--- src/sv/catm_pkg.sv ---
// Shared types and constants for the CPU access trap mailbox.
`default_nettype none
package catm_pkg;

  // Item kind carried on the input tuser
  typedef enum logic [1:0] {
    ACT_HOST_RD = 2'd0,
    ACT_HOST_WR = 2'd1,
    ACT_TRAP    = 2'd2,
    ACT_UNUSED  = 2'd3
  } action_t;

  // Host register map
  typedef enum logic [1:0] {
    REG_STATUS  = 2'd0,
    REG_CONTROL = 2'd1,
    REG_DATA    = 2'd2,
    REG_ADDR    = 2'd3
  } reg_sel_t;

  // Why the guest CPU is held
  typedef enum logic [1:0] {
    MODE_RUN    = 2'd0,
    MODE_HREAD  = 2'd1,
    MODE_HWRITE = 2'd2
  } halt_mode_t;

  localparam logic [7:0]  ST_READ    = 8'h10;
  localparam logic [7:0]  ST_WORD    = 8'h40;
  localparam logic [7:0]  ST_VALID   = 8'h80;
  localparam logic [3:0]  IO_ADDR_HI = 4'h1;   // bit 16 of an I/O trap address
  localparam logic [15:0] READ_ONES  = 16'hffff;

  // Input item, unpacked
  typedef struct packed {
    action_t     action;
    reg_sel_t    reg_select;
    logic [15:0] host_wdata;
    logic [19:0] cpu_addr;
    logic        cpu_is_io;
    logic        cpu_is_read;
    logic        cpu_is_word;
    logic [15:0] cpu_wdata;
  } in_item_t;

  // Result item, unpacked
  typedef struct packed {
    logic [15:0] host_rdata;
    logic        cpu_release;
    logic [15:0] cpu_return_data;
    logic        running;
    logic [5:0]  irq_levels;
    logic        cpu_reset_pulse;
    logic        trap_refused;
  } result_t;

endpackage
`default_nettype wire

--- src/sv/cpu_access_trap_mailbox_top.sv ---
// Top level of the CPU access trap mailbox: stream ports and result register.
//
// One item is taken per clock while in_tready is high. Each item is either a
// host register read, a host register write or a trapped guest CPU access; it
// updates the mailbox state and yields exactly one result item in the
// following cycle, held in a single output register. Throughput is one item
// per cycle while out_tready is high; the result register is the only stage,
// so in_tready follows out_tready whenever a result is waiting.
`default_nettype none
module cpu_access_trap_mailbox_top (
  input  wire logic        clk,
  input  wire logic        rst_n,
  input  wire logic        in_tvalid,
  output logic             in_tready,
  // [1:0] action, [3:2] reg_select
  input  wire logic [3:0]  in_tuser,
  // [15:0] host_wdata, [35:16] cpu_addr, [36] cpu_is_io, [37] cpu_is_read,
  // [38] cpu_is_word, [54:39] cpu_wdata, [55] zero
  input  wire logic [55:0] in_tdata,
  output logic             out_tvalid,
  input  wire logic        out_tready,
  // [15:0] host_rdata, [16] cpu_release, [32:17] cpu_return_data,
  // [33] running, [39:34] irq_levels, [40] cpu_reset_pulse,
  // [41] trap_refused, [47:42] zero
  output logic [47:0]      out_tdata
);
  import catm_pkg::*;

  in_item_t    item;
  result_t     result;
  logic        take;
  logic        out_valid_r;
  logic [47:0] out_data_r;

  // Unpack input item
  assign item.action      = action_t'(in_tuser[1:0]);
  assign item.reg_select  = reg_sel_t'(in_tuser[3:2]);
  assign item.host_wdata  = in_tdata[15:0];
  assign item.cpu_addr    = in_tdata[35:16];
  assign item.cpu_is_io   = in_tdata[36];
  assign item.cpu_is_read = in_tdata[37];
  assign item.cpu_is_word = in_tdata[38];
  assign item.cpu_wdata   = in_tdata[54:39];

  // Accept when the result register is empty or draining
  assign in_tready = !out_valid_r || out_tready;
  assign take      = in_tvalid && in_tready;

  catm_core u_core (
    .clk       (clk),
    .rst_n     (rst_n),
    .item_take (take),
    .item      (item),
    .result    (result)
  );

  // Result register
  always_ff @(posedge clk) begin
    if (!rst_n) begin
      out_valid_r <= 1'b0;
    end else if (in_tready) begin
      out_valid_r <= in_tvalid;
    end
  end

  always_ff @(posedge clk) begin
    if (take) begin
      out_data_r <= {6'b0, result.trap_refused, result.cpu_reset_pulse,
                     result.irq_levels, result.running, result.cpu_return_data,
                     result.cpu_release, result.host_rdata};
    end
  end

  assign out_tvalid = out_valid_r;
  assign out_tdata  = out_data_r;

endmodule
`default_nettype wire

--- src/sv/catm_core.sv ---
// Mailbox register file: trap latching, host register access and halt control.
`default_nettype none
module catm_core (
  input  wire logic              clk,
  input  wire logic              rst_n,
  input  wire logic              item_take,
  input  wire catm_pkg::in_item_t item,
  output catm_pkg::result_t      result
);
  import catm_pkg::*;

  logic [7:0]  status_r,  status_nxt;
  logic [15:0] control_r, control_nxt;
  logic [15:0] taddr_r,   taddr_nxt;
  logic [15:0] tdata_r,   tdata_nxt;
  halt_mode_t  mode_r,    mode_nxt;

  logic        run_now;
  logic [3:0]  addr_hi;
  logic [15:0] wr_data;

  assign run_now = control_r[0] && (mode_r == MODE_RUN);

  // Upper address nibble: I/O ports map to bit 16 only
  assign addr_hi = item.cpu_is_io ? IO_ADDR_HI : item.cpu_addr[19:16];

  // Trapped write data; odd byte writes land in the high byte
  always_comb begin
    if (item.cpu_is_word) begin
      wr_data = item.cpu_wdata;
    end else if (item.cpu_addr[0]) begin
      wr_data = {item.cpu_wdata[7:0], 8'h00};
    end else begin
      wr_data = {8'h00, item.cpu_wdata[7:0]};
    end
  end

  // Next state and result for the current item
  always_comb begin
    status_nxt  = status_r;
    control_nxt = control_r;
    taddr_nxt   = taddr_r;
    tdata_nxt   = tdata_r;
    mode_nxt    = mode_r;

    result.host_rdata      = '0;
    result.cpu_release     = 1'b0;
    result.cpu_return_data = '0;
    result.cpu_reset_pulse = 1'b0;
    result.trap_refused    = 1'b0;

    case (item.action)
      ACT_HOST_RD: begin
        case (item.reg_select)
          REG_STATUS:  result.host_rdata = {8'h00, status_r};
          REG_CONTROL: result.host_rdata = READ_ONES;
          REG_DATA: begin
            result.host_rdata = tdata_r;
            // data read resolves a trapped write
            if (mode_r == MODE_HWRITE) begin
              status_nxt         = status_r & ~ST_VALID;
              mode_nxt           = MODE_RUN;
              result.cpu_release = 1'b1;
            end
          end
          default: result.host_rdata = taddr_r;
        endcase
      end
      ACT_HOST_WR: begin
        if (item.reg_select == REG_CONTROL) begin
          result.cpu_reset_pulse = item.host_wdata[0] && !control_r[0];
          control_nxt            = item.host_wdata;
        end else if (item.reg_select == REG_DATA) begin
          tdata_nxt = item.host_wdata;
          // data write resolves a trapped read
          if (mode_r == MODE_HREAD) begin
            status_nxt             = status_r & ~ST_VALID;
            mode_nxt               = MODE_RUN;
            result.cpu_release     = 1'b1;
            result.cpu_return_data = item.host_wdata;
          end
        end
      end
      ACT_TRAP: begin
        if (!run_now) begin
          result.trap_refused = 1'b1;
        end else begin
          if (!item.cpu_is_read) begin
            tdata_nxt = wr_data;
          end
          taddr_nxt  = item.cpu_addr[15:0];
          status_nxt = {4'h0, addr_hi} | ST_VALID
                     | (item.cpu_is_read ? ST_READ : 8'h00)
                     | (item.cpu_is_word ? ST_WORD : 8'h00);
          mode_nxt   = item.cpu_is_read ? MODE_HREAD : MODE_HWRITE;
        end
      end
      default: ;
    endcase

    result.running    = control_nxt[0] && (mode_nxt == MODE_RUN);
    result.irq_levels = control_nxt[11:6];
  end

  // State registers
  always_ff @(posedge clk) begin
    if (!rst_n) begin
      status_r  <= '0;
      control_r <= '0;
      taddr_r   <= '0;
      tdata_r   <= '0;
      mode_r    <= MODE_RUN;
    end else if (item_take) begin
      status_r  <= status_nxt;
      control_r <= control_nxt;
      taddr_r   <= taddr_nxt;
      tdata_r   <= tdata_nxt;
      mode_r    <= mode_nxt;
    end
  end

endmodule
`default_nettype wire
--- config.mk ---
export PLATFORM = sky130hd
export DESIGN_NAME = cpu_access_trap_mailbox_top
export DESIGN_NICKNAME = d
export VERILOG_FILES = /design/src/sv/catm_pkg.sv /design/src/sv/cpu_access_trap_mailbox_top.sv /design/src/sv/catm_core.sv
export SDC_FILE = /design/constraint.sdc
export NUM_CORES = 1
export LEC_CHECK = 0
export ABC_AREA = 1
export BUFFER_PORTS_ARGS = -buffer_cell sky130_fd_sc_hd__buf_2
export CAP_MARGIN = 0
export CORE_MARGIN = 3
export CORE_UTILIZATION = 47
export DETAILED_ROUTE_END_ITERATION = 8
export PLACE_DENSITY = 0.76
export REMOVE_ABC_BUFFERS = 1
export SYNTH_ARGS = -nofsm -noshare
export SYNTH_HDL_FRONTEND = slang
export SYNTH_SLANG_ARGS = --single-unit
--- constraint.sdc ---
create_clock -name clk -period 1.42 [get_ports clk]
set_input_delay 0 -clock clk [delete_from_list [all_inputs] [get_ports clk]]
set_output_delay 0 -clock clk [all_outputs]
set_load 0.01 [all_outputs]
==> out/metrics.csv, run 1 <==
metric,value,unit
outcome,finished clean,
min-delay-path-class,in -> reg,
cts.sinks,91,
worst_setup_hold_path_clk_slew,0.10,ns
avg_vias_per_cell,5.066,
worst_slew_pin_slew,0.6005,ns
grt_setup_unrepaired,true,
synth-edff-count,42,
routed_wire_length_per_instance,13.77,um
final_estimated_routing_congestion_in_global_placement,0.8855,
dieHeight,100.1,um
boundaryPins,114,
insertion_delay,0.36,ns
grt_pass1_vias,3777,
worst-path-max-fanout,8,
dp.cells,726,
drt_pass1_iterations,5,
post_layout_nonfiller_instances,783,
placementRows,33,
power_density,998.5,nW/um^2
finalHoldViolations,0,
synth_async_sr_flop_share,0,
antenna_found_initial,0,
setup_slack,0.05568,ns
final.fill_count,725,
synth_flop_cell,sky130_fd_sc_hd__dfxtp_1,
worst_setup_path_end_kind,flip-flop,
multiInputGateArea,1594,sq um
start_kind,flip-flop,
die-area,10020,sq um
drive_gt1_frac,0.2552,
max_freq,0.7330,GHz
layout.cells.most_common_list,"sky130_fd_sc_hd__nor2_1, sky130_fd_sc_hd__buf_2, sky130_fd_sc_hd__nand2_1",
finalInstanceArea,5543,sq um
maxCapViolations,0,
ctsHtreeMaxLevel,3,
cts-buffers-inserted,9,
irDropWorstVdd,0.5437,mV
r2r.worst_path.cells,9,
whs,0.02000,ns
share_of_the_yosys_chip_area_belonging_to_registers,0.5388,
count_of_endpoints_failing_setup_in_the_final_report,0,
yosys_register_bits,91,
critPathCapture,u_core.tdata_r[5]$_SDFFE_PN0P_,
critical-path-slowest-cell,sky130_fd_sc_hd__dfxtp_1,
gr-total-overflow,0,
grt_pass1_wl,17420,um
area_delta_synth_final,33.19,%
drt.antenna.violating_nets,0,
comb_power_share,0.158,
final_net_count,737,
global_route.usage.total,0.2205,
ff2ff_setup_slack,0.06,ns
critical-path-max-stage-delay,0.33,ns
mostFrequentLayoutCell,sky130_fd_sc_hd__nor2_1,
critical_path.reg2reg.endpoint,u_core.tdata_r[5]$_SDFFE_PN0P_,
avgSynthCellArea,7.972,sq um
ys.warnings.count,0,
antennaDiodeCount,0,
chipWidth,100.1,um
worst-path-buf-inv,2,
origin_of_the_worst_min_delay_path,in_tvalid,
grt_max_degree,36,
path_common_cell,sky130_fd_sc_hd__nand2_2,
layout_min_cycle_time,1.364,ns
post_synth_inst_count,522,
critical_path_required,1.69,ns
critPathKind,reg -> reg,
ctsLongestPathBuffers,2,
1st_iter_drt_viols,256,
swShare,0.2809,
detail_route.wirelength,10780,um
power.sequential.fraction,0.529,
cpLargestDelayFamily,simple AND/OR/NAND/NOR gates,
drt_drc_violations_left,0,
clock-skew-final,0.006831,ns
fin_util,0.6581,
dr_total_vias,3967,
mapped_area,4161,sq um
regToRegStartpoint,out_tvalid$_SDFFE_PN0N_,
final-max-slew-violation-count,0,
place_hpwl,7497,um
yosys.cell_types.count,29,
pwr-share-clk,0.313,
effective_utilization_at_floorplan,0.4941,
cp-startpoint,out_tvalid$_SDFFE_PN0N_,
clock_tree_from_tritoncts,built,
p_leak,2.557,nW
port_bufs,106,
core-area,8423,sq um
crit_path_cell_trace,"nand2_2, nand2_4, inv_4, nand3_1, nor2_4, clkbuf_16, nand2_2, nand2_1, nor2_1",
final-seq-area,2243,sq um
setup_slack_after_placement,-0.03694,ns
net_switching_power_of_the_design,0.001554,W
max_slew_headroom,0.5992,
cp_num_cells,9,
clock-root-buffer,sky130_fd_sc_hd__clkbuf_8,
critical_path_arrival,1.63,ns
placed_cell_area,4858,sq um
layout_worst_path_cycle_share,0.9608,
internal_power,0.003980,W
worst min-delay path by stage:
stage / slack [ns] / endpoint / depth (start not counted)
final: 0.02 / u_core.control_r[0]$_SDFFE_PN0P_ / 4
after detailed placement: 0.26 / u_core.status_r[0]$_SDFFE_PN0P_ / 3
after CTS: 0.004 / out_tvalid$_SDFFE_PN0N_ / 5
after floorplan: 0.12 / u_core.tdata_r[15]$_SDFFE_PN0P_ / 2
after global placement: 0.26 / u_core.status_r[0]$_SDFFE_PN0P_ / 3
after global routing: 0.06 / out_tdata[17]$_SDFFCE_PP0P_ / 3
worst register-to-register path, stage by stage, from the launching register on:
cell and delay [ns]:
sky130_fd_sc_hd__dfxtp_1 0.33, sky130_fd_sc_hd__nand2_2 0.10, sky130_fd_sc_hd__nand2_4 0.09, sky130_fd_sc_hd__inv_4 0.08
sky130_fd_sc_hd__nand3_1 0.11, sky130_fd_sc_hd__nor2_4 0.22, sky130_fd_sc_hd__clkbuf_16 0.20, sky130_fd_sc_hd__nand2_2 0.04
sky130_fd_sc_hd__nand2_1 0.06, sky130_fd_sc_hd__nor2_1 0.04
Yosys cell counts (all sizes together), types with 2 or more instances:
cell type | count | area, sq um
edfxtp | 42 | 1261
inv | 52 | 195.2
nand3 | 16 | 85.08
a211oi | 9 | 67.56
nand4 | 3 | 18.77
nand2 | 110 | 415.4
clkinv | 2 | 7.510
buf | 24 | 165.2
o21ai | 45 | 229.0
a21oi | 31 | 155.2
nor3 | 4 | 20.02
a22oi | 7 | 52.55
nor2 | 117 | 459.2
clkbuf | 8 | 31.28
dfxtp | 49 | 980.9
cells by family after synthesis:
logic type             count (synthesis)  share of synthesized area
AO/OA/AOI/OAI                         93                     0.1230
buffers and inverters                 86                    0.09591
flip-flops                            91                     0.5388
other                                  1                  0.0009011
AND/OR/NAND/NOR                      251                     0.2414
routing by layer:
layer | share of wire | wire length [um] | up-vias | global-route usage
li1 | - | - | 1966 | -
met1 | 0.43 | 4620 | 1829 | 0.2909
met2 | 0.49 | 5233 | 154 | 0.3699
met3 | 0.068 | 733 | 18 | 0.03475
met4 | 0.018 | 190 | 0 | 0.07668
met5 | 0 | 0 | - | 0
power groups by stage:
stage,registers (W),logic [W],clock network (W)
final,0.00293,0.000876,0.00173
after global routing,0.00294,0.000978,0.00186
after CTS,0.00292,0.000830,0.00177
after detailed placement,0.00298,0.000748,0
after global placement,0.00298,0.000738,0
after floorplan,0.00302,0.000355,0
area by class of cell:
| type | instances | area share |
|---|---|---|
| flip-flops and latches | 91 | 0.4047 |
| multi-input cells | 350 | 0.2876 |
| repair buffers | 167 | 0.2122 |
| inverters | 54 | 0.03725 |
| clock buffers | 10 | 0.02483 |
| well taps | 105 | 0.02370 |
| clock inverters | 6 | 0.009707 |
timing repair:
| item | in CTS | in global routing |
|---|---|---|
| gates cloned | 0 | 2 |
| hold buffers | 36 | 0 |
| endpoints found under the setup margin | 22 | 41 |
| endpoints found under the hold margin | 38 | 0 |
| resized for setup | 2 | 18 |
| setup buffers | 1 | 2 |
| pin swaps | 0 | 2 |
registers in the layout (all words and copies together), names as in the netlist:
name	cells
u_core.tdata_r	16
out_tdata	42
u_core.status_r	7
u_core.mode_r	2
u_core.taddr_r	16
u_core.control_r	7
out_tvalid	1
per-stage QoR:
step,TNS (ns),power (W)
CTS,0,0.005521
global placement,-0.003481,0.003719
finish,0,0.005535
detailed placement,-0.03694,0.003732
floorplan,-64.83,0.003377
global route,-0.4429,0.005785
No activity file was read; power rests on OpenSTA's default activity.
==> run 2: changes to the inputs <==
- SETUP_SLACK_MARGIN: unset -> 0.15
==> run 2 against run 1 <==
Against the previous run:
- clock power is essentially flat
- via count grew 1.7%
- combinational power grew 9.0%
- cell count grew 1.0%
- routed wire length grew 3.9%
- largest power group unchanged
==> out/metrics.csv, run 2 (synthesis gave the netlist of run 1 again) <==
metric,value,unit
critical_path_required,1.70,ns
total_power,0.005639,W
layout_worst_path_cycle_share,0.9540,
core-area,8423,sq um
placementRows,33,
clock_tree_from_tritoncts,built,
clock-root-buffer,sky130_fd_sc_hd__clkbuf_8,
antenna_found_initial,0,
net_switching_power_of_the_design,0.001607,W
drt.antenna.violating_nets,0,
drt-met1-wl,4831,um
setup_tns,0,ns
origin_of_the_worst_min_delay_path,in_tvalid,
boundaryPins,114,
finalInstanceArea,5722,sq um
outcome,finished clean,
regToRegStartpoint,u_core.mode_r[0]$_SDFFE_PN0P_,
p_leak,2.628,nW
antennaDiodeCount,0,
start_kind,flip-flop,
internal_power,0.004032,W
max_slew_headroom,0.5994,
critPathKind,reg -> reg,
global_route.usage.total,0.2287,
min-delay-path-class,in -> reg,
worst_setup_hold_path_clk_slew,0.10,ns
cp-startpoint,u_core.mode_r[0]$_SDFFE_PN0P_,
placed_cell_area,4858,sq um
effective_utilization_at_floorplan,0.4941,
dieHeight,100.1,um
fin_util,0.6793,
final_net_count,745,
ctsLongestPathBuffers,2,
1st_iter_drt_viols,249,
grt_pass1_vias,3881,
power_density,985.5,nW/um^2
area_delta_synth_final,37.49,%
clock-skew-final,0.009010,ns
max_freq,0.7382,GHz
finalHoldViolations,0,
ctsHtreeMaxLevel,3,
final_estimated_routing_congestion_in_global_placement,0.8855,
layout.cells.most_common_list,"sky130_fd_sc_hd__buf_2, sky130_fd_sc_hd__nor2_1, sky130_fd_sc_hd__nand2_1",
drt_drc_violations_left,0,
avg_vias_per_cell,5.101,
pwr-share-clk,0.311,
comb_power_share,0.169,
die-area,10020,sq um
maxCapViolations,0,
drive_gt1_frac,0.2843,
grt_max_degree,36,
routed-wl-met3,752,um
grt_pass1_wl,18090,um
layout_min_cycle_time,1.355,ns
route.top_layer_used,met4,
worst-path-max-fanout,8,
critical_path_arrival,1.63,ns
gr-total-overflow,0,
count_of_endpoints_failing_setup_in_the_final_report,0,
detail_route.wirelength,11200,um
swShare,0.2849,
chipWidth,100.1,um
power.sequential.fraction,0.520,
insertion_delay,0.37,ns
irDropWorstVdd,0.5528,mV
final-max-slew-violation-count,0,
place_hpwl,7497,um
mostFrequentLayoutCell,sky130_fd_sc_hd__buf_2,
worst_slew_pin_slew,0.6002,ns
routed_wire_length_per_instance,14.16,um
drt_pass1_iterations,5,
grt_setup_unrepaired,true,
worst_setup_path_end_kind,flip-flop,
port_bufs,106,
cts-buffers-inserted,9,
largest_register_ffs,42,
dr_total_vias,4035,
cts.sinks,91,
wl_met2,5411,um
## run 2: cell count changes in the layout (fill, tap and decap cells not counted), sizes merged
cell    change
buf         +9
clkbuf      -1
## run 2: metal layers
metal	vias up	track usage
li1	1988	-
met2	160	0.3889
met5	-	0
met4	0	0.07668
met3	18	0.03405
met1	1869	0.3000
## run 2: worst paths after layout
path                                      end  slack (ns)  cells after the start
min reg2reg   u_core.taddr_r[10]$_SDFFE_PN0P_        0.46                      2
max            u_core.tdata_r[8]$_SDFFE_PN0P_        0.07                     10
min          u_core.control_r[0]$_SDFFE_PN0P_        0.02                      4
max reg2reg    u_core.tdata_r[8]$_SDFFE_PN0P_        0.07                     10
## run 2: stage by stage
| step | cells | worst slack [ns] | hold WS [ns] |
|---|---|---|---|
| CTS | 787 | 0.07327 | 0.005809 |
| global route | 791 | -0.01869 | 0.06218 |
| detailed placement | 726 | -0.03694 | 0.2649 |
| floorplan | 495 | -1.367 | 0.1204 |
| finish | 791 | 0.06527 | 0.01815 |
| global placement | 726 | -0.003481 | 0.2561 |
## run 2: area by class of cell
type | instances | area [sq um]
Fill cell | 694 | 2701
Sequential cell | 91 | 2245
Multi-Input combinational cell | 350 | 1635
Timing Repair Buffer | 175 | 1310
Inverter | 54 | 209.0
Clock buffer | 10 | 137.6
Tap cell | 105 | 131.4
Clock inverter | 6 | 53.80
## run 2: power by group through the flow
| stage | clock (W) | combinational [W] | sequential (W) |
|---|---|---|---|
| floorplan | 0 | 0.000355 | 0.00302 |
| global placement | 0 | 0.000738 | 0.00298 |
| finish | 0.00175 | 0.000955 | 0.00293 |
| CTS | 0.00177 | 0.000889 | 0.00293 |
| detailed placement | 0 | 0.000748 | 0.00298 |
| global route | 0.00187 | 0.00106 | 0.00295 |
## run 2: repair_timing
item	4_1_cts	5_1_grt
endpoints found under the setup margin	41	77
gates resized for setup	13	41
gates cloned	3	1
endpoints found under the hold margin	38	0
setup buffers	6	3
pin swaps	2	8
hold buffers	36	0
## run 2: worst max-delay path: stages, from the launching register on
cell,delay [ns]
sky130_fd_sc_hd__dfxtp_2,0.34
sky130_fd_sc_hd__nor2_2,0.11
sky130_fd_sc_hd__nand2_2,0.10
sky130_fd_sc_hd__nand2_2,0.09
sky130_fd_sc_hd__nand3_2,0.08
sky130_fd_sc_hd__nor2_4,0.15
sky130_fd_sc_hd__buf_6,0.13
sky130_fd_sc_hd__buf_16,0.12
sky130_fd_sc_hd__nand2_1,0.05
sky130_fd_sc_hd__nand2_1,0.06
sky130_fd_sc_hd__nor2_1,0.05
